`src/design/pfdec_pkg.sv`:
```
// Package for the Playfair decryption unit: shared constants, the queued
// command type and small helpers for places in the 5x5 square.
// No dependencies.
`default_nettype none

package pfdec_pkg;

  localparam int unsigned LetterW    = 5;
  localparam int unsigned RcW        = 3;
  localparam int unsigned SqSide     = 5;
  localparam int unsigned SqSize     = 25;
  localparam int unsigned NumLetters = 26;

  localparam logic [LetterW-1:0] LetterI   = 5'd8;
  localparam logic [LetterW-1:0] LetterJ   = 5'd9;
  localparam logic [LetterW-1:0] LastLetter = 5'd25;
  localparam logic [LetterW-1:0] LetterLimit = 5'd26;
  localparam logic [RcW-1:0]     LastRc    = 3'd4;

  typedef enum logic [1:0] {
    OP_CLEAR = 2'd0,
    OP_KEY   = 2'd1,
    OP_END   = 2'd2,
    OP_PAIR  = 2'd3
  } op_e;

  typedef struct packed {
    op_e                op;
    logic [LetterW-1:0] first;
    logic [LetterW-1:0] second;
  } cmd_t;

  function automatic logic [LetterW-1:0] fold_letter(input logic [LetterW-1:0] v);
    return (v == LetterJ) ? LetterI : v;
  endfunction

  function automatic logic [RcW-1:0] place_row(input logic [LetterW-1:0] p);
    logic [RcW-1:0] r;
    if (p >= 5'd20)      r = 3'd4;
    else if (p >= 5'd15) r = 3'd3;
    else if (p >= 5'd10) r = 3'd2;
    else if (p >= 5'd5)  r = 3'd1;
    else                 r = 3'd0;
    return r;
  endfunction

  function automatic logic [LetterW-1:0] make_place(input logic [RcW-1:0] r,
                                                    input logic [RcW-1:0] c);
    logic [LetterW-1:0] rw;
    rw = {2'b00, r};
    return (rw << 2) + rw + {2'b00, c};
  endfunction

  function automatic logic [RcW-1:0] place_col(input logic [LetterW-1:0] p);
    logic [LetterW-1:0] base;
    logic [LetterW-1:0] diff;
    base = make_place(place_row(p), 3'd0);
    diff = p - base;
    return diff[RcW-1:0];
  endfunction

  function automatic logic [RcW-1:0] wrap_dec(input logic [RcW-1:0] v);
    return (v == 3'd0) ? LastRc : v - 3'd1;
  endfunction

endpackage

`default_nettype wire

```
`src/design/pfdec_ram.sv`:
```
// Generic RAM with one write port and two registered read ports.
// No dependencies.
`default_nettype none

module pfdec_ram #(
  parameter int unsigned Width = 5,
  parameter int unsigned Depth = 25
) (
  input  wire logic                     clk_i,
  input  wire logic                     wr_en_i,
  input  wire logic [$clog2(Depth)-1:0] wr_addr_i,
  input  wire logic [Width-1:0]         wr_data_i,
  input  wire logic [$clog2(Depth)-1:0] rd_addr_a_i,
  input  wire logic [$clog2(Depth)-1:0] rd_addr_b_i,
  output logic      [Width-1:0]         rd_data_a_o,
  output logic      [Width-1:0]         rd_data_b_o
);

  logic [Width-1:0] mem_q [Depth];

  always_ff @(posedge clk_i) begin
    if (wr_en_i) begin
      mem_q[wr_addr_i] <= wr_data_i;
    end
    rd_data_a_o <= mem_q[rd_addr_a_i];
    rd_data_b_o <= mem_q[rd_addr_b_i];
  end

endmodule

`default_nettype wire

```
`src/design/pfdec_front.sv`:
```
// Front end of the Playfair decryption unit: folds j to i, checks ranges and
// drops requests that can never give a result. Uses pfdec_pkg.
`default_nettype none

module pfdec_front (
  input  wire logic                         in_valid_i,
  output logic                              in_stall_o,
  input  wire logic [1:0]                   action_i,
  input  wire logic [pfdec_pkg::LetterW-1:0] letter_first_i,
  input  wire logic [pfdec_pkg::LetterW-1:0] letter_second_i,
  input  wire logic                         q_full_i,
  output logic                              q_push_o,
  output pfdec_pkg::cmd_t                   q_cmd_o
);

  logic                          first_ok;
  logic                          second_ok;
  logic [pfdec_pkg::LetterW-1:0] first_f;
  logic [pfdec_pkg::LetterW-1:0] second_f;
  pfdec_pkg::op_e                op;
  logic                          keep;

  assign first_ok  = letter_first_i < pfdec_pkg::LetterLimit;
  assign second_ok = letter_second_i < pfdec_pkg::LetterLimit;
  assign first_f   = pfdec_pkg::fold_letter(letter_first_i);
  assign second_f  = pfdec_pkg::fold_letter(letter_second_i);
  assign op        = pfdec_pkg::op_e'(action_i);

  always_comb begin
    unique case (op)
      pfdec_pkg::OP_CLEAR: keep = 1'b1;
      pfdec_pkg::OP_KEY:   keep = first_ok;
      pfdec_pkg::OP_END:   keep = 1'b1;
      pfdec_pkg::OP_PAIR:  keep = first_ok && second_ok && (first_f != second_f);
      default:             keep = 1'b0;
    endcase
  end

  assign in_stall_o     = q_full_i;
  assign q_push_o       = in_valid_i && !q_full_i && keep;
  assign q_cmd_o.op     = op;
  assign q_cmd_o.first  = first_f;
  assign q_cmd_o.second = second_f;

endmodule

`default_nettype wire

```
`src/design/pfdec_queue.sv`:
```
// Short command queue between the front end and the back end.
// Uses pfdec_pkg.
`default_nettype none

module pfdec_queue #(
  parameter int unsigned Depth = 2
) (
  input  wire logic            clk_i,
  input  wire logic            rst_ni,
  input  wire logic            push_i,
  input  wire pfdec_pkg::cmd_t cmd_i,
  output logic                 full_o,
  input  wire logic            pop_i,
  output logic                 head_valid_o,
  output pfdec_pkg::cmd_t      head_o
);

  localparam int unsigned AddrW  = (Depth > 1) ? $clog2(Depth) : 1;
  localparam int unsigned CountW = $clog2(Depth + 1);

  pfdec_pkg::cmd_t   buf_q [Depth];
  logic [AddrW-1:0]  wr_ptr_q, wr_ptr_d;
  logic [AddrW-1:0]  rd_ptr_q, rd_ptr_d;
  logic [CountW-1:0] count_q, count_d;
  logic              do_push;
  logic              do_pop;

  assign full_o       = count_q == CountW'(Depth);
  assign head_valid_o = count_q != '0;
  assign head_o       = buf_q[rd_ptr_q];
  assign do_push      = push_i && !full_o;
  assign do_pop       = pop_i && head_valid_o;

  always_comb begin
    wr_ptr_d = wr_ptr_q;
    rd_ptr_d = rd_ptr_q;
    count_d  = count_q;
    if (do_push) begin
      wr_ptr_d = (wr_ptr_q == AddrW'(Depth - 1)) ? '0 : wr_ptr_q + AddrW'(1);
    end
    if (do_pop) begin
      rd_ptr_d = (rd_ptr_q == AddrW'(Depth - 1)) ? '0 : rd_ptr_q + AddrW'(1);
    end
    if (do_push && !do_pop) begin
      count_d = count_q + CountW'(1);
    end else if (do_pop && !do_push) begin
      count_d = count_q - CountW'(1);
    end
  end

  always_ff @(posedge clk_i or negedge rst_ni) begin
    if (!rst_ni) begin
      wr_ptr_q <= '0;
      rd_ptr_q <= '0;
      count_q  <= '0;
    end else begin
      wr_ptr_q <= wr_ptr_d;
      rd_ptr_q <= rd_ptr_d;
      count_q  <= count_d;
    end
  end

  always_ff @(posedge clk_i) begin
    if (do_push) begin
      buf_q[wr_ptr_q] <= cmd_i;
    end
  end

endmodule

`default_nettype wire

```
`src/design/pfdec_back.sv`:
```
// Back end of the Playfair decryption unit: builds the key square, fills it
// at end of key and decrypts pairs. Uses pfdec_pkg and pfdec_ram.
`default_nettype none

module pfdec_back (
  input  wire logic                          clk_i,
  input  wire logic                          rst_ni,
  input  wire logic                          head_valid_i,
  input  wire pfdec_pkg::cmd_t               head_i,
  output logic                               pop_o,
  output logic                               out_valid_o,
  input  wire logic                          out_stall_i,
  output logic [pfdec_pkg::LetterW-1:0]      plain_first_o,
  output logic [pfdec_pkg::LetterW-1:0]      plain_second_o
);

  typedef enum logic [3:0] {
    ST_IDLE   = 4'b0001,
    ST_FILL   = 4'b0010,
    ST_LOOKUP = 4'b0100,
    ST_READ   = 4'b1000
  } state_e;

  state_e                              state_q, state_d;
  logic [pfdec_pkg::NumLetters-1:0]    used_q, used_d;
  logic [pfdec_pkg::LetterW-1:0]       filled_q, filled_d;
  logic                                ready_q, ready_d;
  logic [pfdec_pkg::LetterW-1:0]       fill_q, fill_d;
  logic [pfdec_pkg::LetterW-1:0]       sq_addr_a_q, sq_addr_a_d;
  logic [pfdec_pkg::LetterW-1:0]       sq_addr_b_q, sq_addr_b_d;
  logic                                out_valid_q, out_valid_d;
  logic [pfdec_pkg::LetterW-1:0]       plain_first_q;
  logic [pfdec_pkg::LetterW-1:0]       plain_second_q;
  logic                                out_load;

  logic                                wr_en;
  logic [pfdec_pkg::LetterW-1:0]       wr_letter;
  logic [pfdec_pkg::LetterW-1:0]       place_a, place_b;
  logic [pfdec_pkg::LetterW-1:0]       sq_data_a, sq_data_b;
  logic [pfdec_pkg::LetterW-1:0]       sq_rd_a, sq_rd_b;

  logic [pfdec_pkg::RcW-1:0]           ra, ca, rb, cb;
  logic [pfdec_pkg::LetterW-1:0]       oa, ob;

  always_comb begin
    ra = pfdec_pkg::place_row(place_a);
    ca = pfdec_pkg::place_col(place_a);
    rb = pfdec_pkg::place_row(place_b);
    cb = pfdec_pkg::place_col(place_b);
    if (ra == rb) begin
      oa = pfdec_pkg::make_place(ra, pfdec_pkg::wrap_dec(ca));
      ob = pfdec_pkg::make_place(rb, pfdec_pkg::wrap_dec(cb));
    end else if (ca == cb) begin
      oa = pfdec_pkg::make_place(pfdec_pkg::wrap_dec(ra), ca);
      ob = pfdec_pkg::make_place(pfdec_pkg::wrap_dec(rb), cb);
    end else begin
      oa = pfdec_pkg::make_place(ra, cb);
      ob = pfdec_pkg::make_place(rb, ca);
    end
  end

  assign out_load = (state_q == ST_READ) && (!out_valid_q || !out_stall_i);

  always_comb begin
    state_d     = state_q;
    used_d      = used_q;
    filled_d    = filled_q;
    ready_d     = ready_q;
    fill_d      = fill_q;
    sq_addr_a_d = sq_addr_a_q;
    sq_addr_b_d = sq_addr_b_q;
    pop_o       = 1'b0;
    wr_en       = 1'b0;
    wr_letter   = head_i.first;
    unique case (state_q)
      ST_IDLE: begin
        if (head_valid_i) begin
          pop_o = 1'b1;
          unique case (head_i.op)
            pfdec_pkg::OP_CLEAR: begin
              used_d   = '0;
              filled_d = '0;
              ready_d  = 1'b0;
            end
            pfdec_pkg::OP_KEY: begin
              if (!ready_q && !used_q[head_i.first] &&
                  filled_q < pfdec_pkg::LetterW'(pfdec_pkg::SqSize)) begin
                wr_en                = 1'b1;
                used_d[head_i.first] = 1'b1;
                filled_d             = filled_q + 5'd1;
              end
            end
            pfdec_pkg::OP_END: begin
              if (!ready_q) begin
                fill_d  = '0;
                state_d = ST_FILL;
              end
            end
            pfdec_pkg::OP_PAIR: begin
              if (ready_q) begin
                state_d = ST_LOOKUP;
              end
            end
            default: ;
          endcase
        end
      end
      ST_FILL: begin
        wr_letter = fill_q;
        if (fill_q != pfdec_pkg::LetterJ && !used_q[fill_q] &&
            filled_q < pfdec_pkg::LetterW'(pfdec_pkg::SqSize)) begin
          wr_en          = 1'b1;
          used_d[fill_q] = 1'b1;
          filled_d       = filled_q + 5'd1;
        end
        fill_d = fill_q + 5'd1;
        if (fill_q == pfdec_pkg::LastLetter) begin
          ready_d = 1'b1;
          state_d = ST_IDLE;
        end
      end
      ST_LOOKUP: begin
        sq_addr_a_d = oa;
        sq_addr_b_d = ob;
        state_d     = ST_READ;
      end
      ST_READ: begin
        if (out_load) begin
          state_d = ST_IDLE;
        end
      end
      default: state_d = ST_IDLE;
    endcase
  end

  assign sq_rd_a = (state_q == ST_LOOKUP) ? oa : sq_addr_a_q;
  assign sq_rd_b = (state_q == ST_LOOKUP) ? ob : sq_addr_b_q;

  always_comb begin
    out_valid_d = out_valid_q;
    if (out_load) begin
      out_valid_d = 1'b1;
    end else if (out_valid_q && !out_stall_i) begin
      out_valid_d = 1'b0;
    end
  end

  pfdec_ram #(
    .Width(pfdec_pkg::LetterW),
    .Depth(pfdec_pkg::NumLetters)
  ) u_place_ram (
    .clk_i      (clk_i),
    .wr_en_i    (wr_en),
    .wr_addr_i  (wr_letter),
    .wr_data_i  (filled_q),
    .rd_addr_a_i(head_i.first),
    .rd_addr_b_i(head_i.second),
    .rd_data_a_o(place_a),
    .rd_data_b_o(place_b)
  );

  pfdec_ram #(
    .Width(pfdec_pkg::LetterW),
    .Depth(pfdec_pkg::SqSize)
  ) u_square_ram (
    .clk_i      (clk_i),
    .wr_en_i    (wr_en),
    .wr_addr_i  (filled_q),
    .wr_data_i  (wr_letter),
    .rd_addr_a_i(sq_rd_a),
    .rd_addr_b_i(sq_rd_b),
    .rd_data_a_o(sq_data_a),
    .rd_data_b_o(sq_data_b)
  );

  always_ff @(posedge clk_i or negedge rst_ni) begin
    if (!rst_ni) begin
      state_q     <= ST_IDLE;
      used_q      <= '0;
      filled_q    <= '0;
      ready_q     <= 1'b0;
      fill_q      <= '0;
      out_valid_q <= 1'b0;
    end else begin
      state_q     <= state_d;
      used_q      <= used_d;
      filled_q    <= filled_d;
      ready_q     <= ready_d;
      fill_q      <= fill_d;
      out_valid_q <= out_valid_d;
    end
  end

  always_ff @(posedge clk_i) begin
    sq_addr_a_q <= sq_addr_a_d;
    sq_addr_b_q <= sq_addr_b_d;
    if (out_load) begin
      plain_first_q  <= sq_data_a;
      plain_second_q <= sq_data_b;
    end
  end

  assign out_valid_o    = out_valid_q;
  assign plain_first_o  = plain_first_q;
  assign plain_second_o = plain_second_q;

endmodule

`default_nettype wire

```
`src/design/playfair_decrypt_unit.sv`:
```
// Playfair decryption unit. A cipher pair passes the back-end states idle, lookup and
// read, set by the two registered lookups (letter to place, then place to letter);
// the back end takes no new request until its pair has left the read state.
// Clear and key letter requests are handled in the idle state; end of key walks
// the alphabet in the fill state. Reset clears the control state and the key;
// the square memories are not cleared and need no clearing pass.
// Uses pfdec_pkg, pfdec_front, pfdec_queue and pfdec_back.
`default_nettype none

module playfair_decrypt_unit #(
  parameter int unsigned QueueDepth = 2
) (
  input  wire logic                          clk_i,
  input  wire logic                          rst_ni,
  input  wire logic                          in_valid_i,
  output logic                               in_stall_o,
  input  wire logic [1:0]                    action_i,
  input  wire logic [pfdec_pkg::LetterW-1:0] letter_first_i,
  input  wire logic [pfdec_pkg::LetterW-1:0] letter_second_i,
  output logic                               out_valid_o,
  input  wire logic                          out_stall_i,
  output logic [pfdec_pkg::LetterW-1:0]      plain_first_o,
  output logic [pfdec_pkg::LetterW-1:0]      plain_second_o
);

  logic            q_full;
  logic            q_push;
  pfdec_pkg::cmd_t q_cmd;
  logic            q_pop;
  logic            head_valid;
  pfdec_pkg::cmd_t head;

  pfdec_front u_front (
    .in_valid_i     (in_valid_i),
    .in_stall_o     (in_stall_o),
    .action_i       (action_i),
    .letter_first_i (letter_first_i),
    .letter_second_i(letter_second_i),
    .q_full_i       (q_full),
    .q_push_o       (q_push),
    .q_cmd_o        (q_cmd)
  );

  pfdec_queue #(
    .Depth(QueueDepth)
  ) u_queue (
    .clk_i       (clk_i),
    .rst_ni      (rst_ni),
    .push_i      (q_push),
    .cmd_i       (q_cmd),
    .full_o      (q_full),
    .pop_i       (q_pop),
    .head_valid_o(head_valid),
    .head_o      (head)
  );

  pfdec_back u_back (
    .clk_i         (clk_i),
    .rst_ni        (rst_ni),
    .head_valid_i  (head_valid),
    .head_i        (head),
    .pop_o         (q_pop),
    .out_valid_o   (out_valid_o),
    .out_stall_i   (out_stall_i),
    .plain_first_o (plain_first_o),
    .plain_second_o(plain_second_o)
  );

endmodule

`default_nettype wire

```
`config.mk`:
```
export PLATFORM = sky130hd
export DESIGN_NAME = playfair_decrypt_unit
export DESIGN_NICKNAME = d
export VERILOG_FILES = /design/src/design/pfdec_pkg.sv /design/src/design/pfdec_ram.sv /design/src/design/pfdec_front.sv /design/src/design/pfdec_queue.sv /design/src/design/pfdec_back.sv /design/src/design/playfair_decrypt_unit.sv
export SDC_FILE = /design/constraint.sdc
export NUM_CORES = 1
export LEC_CHECK = 0
export BUFFER_PORTS_ARGS = -buffer_cell sky130_fd_sc_hd__buf_2
export CORE_MARGIN = 5
export CORE_UTILIZATION = 57
export DETAILED_ROUTE_END_ITERATION = 7
export PLACE_DENSITY = 0.76
export SLEW_MARGIN = 20
export SYNTH_ARGS = -nofsm -noshare
export SYNTH_HDL_FRONTEND = slang
export SYNTH_SLANG_ARGS = --single-unit
```
`constraint.sdc`:
```
create_clock -name clk_i -period 4.6 [get_ports clk_i]
set_input_delay 0.46 -clock clk_i [delete_from_list [all_inputs] [get_ports clk_i]]
set_output_delay 0.46 -clock clk_i [all_outputs]
set_load 0.02 [all_outputs]
```
==> summary.txt <==
Floorplanning
  – Die footprint: 37000 um2
  – Core area: 32700 um2
  – Chip height: 192 um
  – Io pins: 28
  – Row cnt: 66
  – Horiz. Die Dim: 192 um
  – Starting Density: 0.580

Clock tree
  – Clk pin slew, worst setup/hold paths: 60 ps
  – Deepest clock path buffer count: 3
  – CTS buffer count: 40
  – CTS tree: done
  – Htree depth: 2
  – Clock latency on the worst-skew pair: 560 ps
  – Clock sinks: 365
  – CTS Root Cell: clkbuf_16

STA
  – Fmax: 0.215 GHz
  – Final setup vio count: 2
  – Fin crit period: 4660 ps
  – Final Max Tran Viols: 0
  – Period utilisation layout: 1.01
  – Worst Hold Slack: 97.4 ps
  – Worst Tran Pin Value: 1020 ps
  – Setup ws final: -61.0 ps
  – Max-Slew Margin vs Limit: 0.300
  – Clk_skew: 18.9 ps
  – Final Hold Fails: 0
  – Unrepaired setup endpoints after global routing: yes

Synthesis
  – Yosys top cell area share: 0.457
  – Simple-gate portion of the synthesized area: 0.113
  – Mapped Nets: 1591
  – Synth Instances: 1531
  – Cell area after synthesis: 19000 um2
  – Primary FF master, synth: edfxtp_1
  – XOR/XNOR Fraction of Synth Area: 0.0173
  – Ys Warns: 0
  – Post-synth cell types: 84
  – Cell with the most instances after synthesis: edfxtp_1
  – Mux share of post-synthesis cell area: 0.148
  – Synth Area in Compound Gates: 0.108
  – Number of synthesized flops with an enable pin: 289
  – Area leader, netlist: edfxtp_1
  – Sequential area share after synthesis: 0.550
  – Fraction of registers with async set/reset: 0.126
  – Dominant cells by area after synthesis: edfxtp_1 (46%), mux4_2 (9.1%), dfrtp_1 (5.9%)
  – Synth top cells by count: edfxtp_1 (289), nand2_1 (177), nor2_1 (127)
  – Largest family of logic cells by synthesized area: multiplexers
  – Synth Area in Adders: 0.0327
  – Synth Area per Inst: 12.4 um2
  – FF+latch count, synth: 365

GRT
  – Vias in the first global route: 13712
  – Global-route wire length before repair: 79.1 mm
  – Antenna violations before repair: 0
  – Pin count of the biggest net entering global routing: 47
  – Overflow after GRT: 0
  – GRT Overall Usage: 0.281

Worst hold path
  – HP Class: input port to register
  – Min-delay src: action_i[1]
  – Hold depth: 1
  – Hold EP: u_queue.buf_q[0][11]

Final layout
  – # diodes: 0
  – Non-filler cells, final: 2170
  – Layout cell share with drive strength beyond 1: 0.307
  – Area grow syn2layout: 22.0%
  – Final core occ: 0.708
  – Final instance area: 23200 um2
  – Layout fillers: 2190
  – Layout Nets: 1756

Worst setup path
  – Worst path required time: 5030 ps
  – R2R cell count: 27
  – Critical Path Source: u_back.u_place_ram.rd_data_b_o[1]
  – CP Launch Type: register
  – Most used cell, CP: buf_4
  – Worst Setup End Kind: register
  – Worst EP arrival: 5090 ps
  – FF-to-FF setup slack: -60 ps
  – Reg2reg end: u_back.u_square_ram.rd_data_b_o[3]
  – Crit-path max FO: 5
  – Crit-path max cell delay: 410 ps
  – CP Class: register to register
  – Slowest cell on the critical path: or3b_4
  – Worst r2r src: u_back.u_place_ram.rd_data_b_o[1]

Placement
  – Gpl congestion: 0.948
  – Area after DPL: 20600 um2
  – Port buffer count: 27
  – Placed Cells: 2048
  – Post-DP HPWL: 35.8 mm

Drt
  – Drt first pass iters: 6
  – Vias post-DR: 14100
  – Wirelength, routed: 53.9 mm
  – WL per Instance: 24.9 um
  – Post-DR vias/cell: 6.50
  – DRC: 0
  – Drt initial violations: 1613
  – DRT antenna net count: 0

Job
  – Max Cap Viol: 0

Power and ir drop
  – Pwr Density: 851 nW/um2
  – Max VDD drop: 0.889 mV
  – Leakage power: 0.00884 uW

Run status
  – Status: complete, but fails checks
  – Violated checks: negative setup slack
## worst max path at each step
stage	endpoint	slack (ps)	cells after the start
global placement	u_back.u_square_ram.rd_data_a_o[0]	-170	23
finish	u_back.u_square_ram.rd_data_b_o[3]	-60	27
detailed placement	u_back.u_square_ram.rd_data_a_o[3]	-230	22
floorplan	u_back.u_square_ram.rd_data_b_o[3]	-70	26
global route	u_back.u_square_ram.rd_data_b_o[3]	-250	28
CTS	u_back.u_square_ram.rd_data_a_o[3]	-9	22
## flip-flops by register name, summed over array words and instances, names as in the netlist, 24 cells and up
register and flops:
u_back.used_q 26, u_back.u_place_ram.mem_q 130, u_back.u_square_ram.mem_q 125, u_queue.buf_q 24
## worst max-delay path, delay by kind of cell, from the launching register on
family | cells | cell delay (ps)
fa+ha+maj | 3 | 620
buf+inv | 8 | 780
compound gates | 9 | 1430
simple gates | 7 | 1370
flops | 1 | 340
## cell type report
| cell class | count | area, um2 | area share |
|---|---|---|---|
| well taps | 442 | 553 | 0.0239 |
| clock buffers | 49 | 1100 | 0.0474 |
| clock inverters | 25 | 303 | 0.0131 |
| repair buffers | 211 | 1880 | 0.0811 |
| flip-flops and latches | 365 | 10400 | 0.451 |
| multi-input cells | 1029 | 8690 | 0.375 |
| inverters | 49 | 199 | 0.00859 |
## what timing repair did
item,4_1_cts,5_1_grt
buffers inserted,4,39
pin swaps,20,73
hold buffers,0,1
endpoints found under the setup margin,10,10
cloned,2,5
endpoints found under the hold margin,0,45
resized for setup,46,116
## stage by stage
stage	setup TNS [ps]	worst slack [ps]	power [uW]
2_1_floorplan	-285	-74.4	10700
3_3_place_gp	-673	-165	13600
3_5_place_dp	-1620	-229	13800
4_1_cts	-9.34	-9.34	17700
5_1_grt	-1380	-249	20600
6_report	-61.1	-61.0	19700
## routing by layer
metal	wire, um	GRT usage	up-vias	share of wire
met3	4620	0.0472	151	0.086
met1	20800	0.376	6971	0.39
met4	2010	0.101	0	0.037
met5	0	0	-	0
met2	26500	0.468	809	0.49
li1	-	-	6169	-
## where the power goes
part	internal, uW	switching (uW)
Clock	2050	1340
Combinational	5310	6470
Sequential	4250	276
Total	11600	8090
## logic make-up (layout without fill, tap and decap cells)
kind of cell,count (synthesis),in the layout
adder cells (fa/ha/maj),45,45
flip-flops,365,365
multiplexers,181,181
AO/OA/AOI/OAI,308,308
XOR/XNOR,34,34
buffers and inverters,137,334
AND/OR/NAND/NOR,461,461
## cell usage in the layout, fill, tap and decap left out, types with 16 or more instances in the layout
cell type	n
a21oi_1	78
ha_1	28
nor2_1	125
nand3_1	28
buf_6	20
mux2_2	20
mux4_2	77
mux2i_1	75
inv_1	31
o22ai_1	31
buf_2	26
dfrtp_1	45
clkbuf_16	46
dfxtp_1	25
edfxtp_1	289
o21ai_0	28
nand4_1	16
buf_4	144
nand2_1	175
Power figures use the tool's default switching activity.
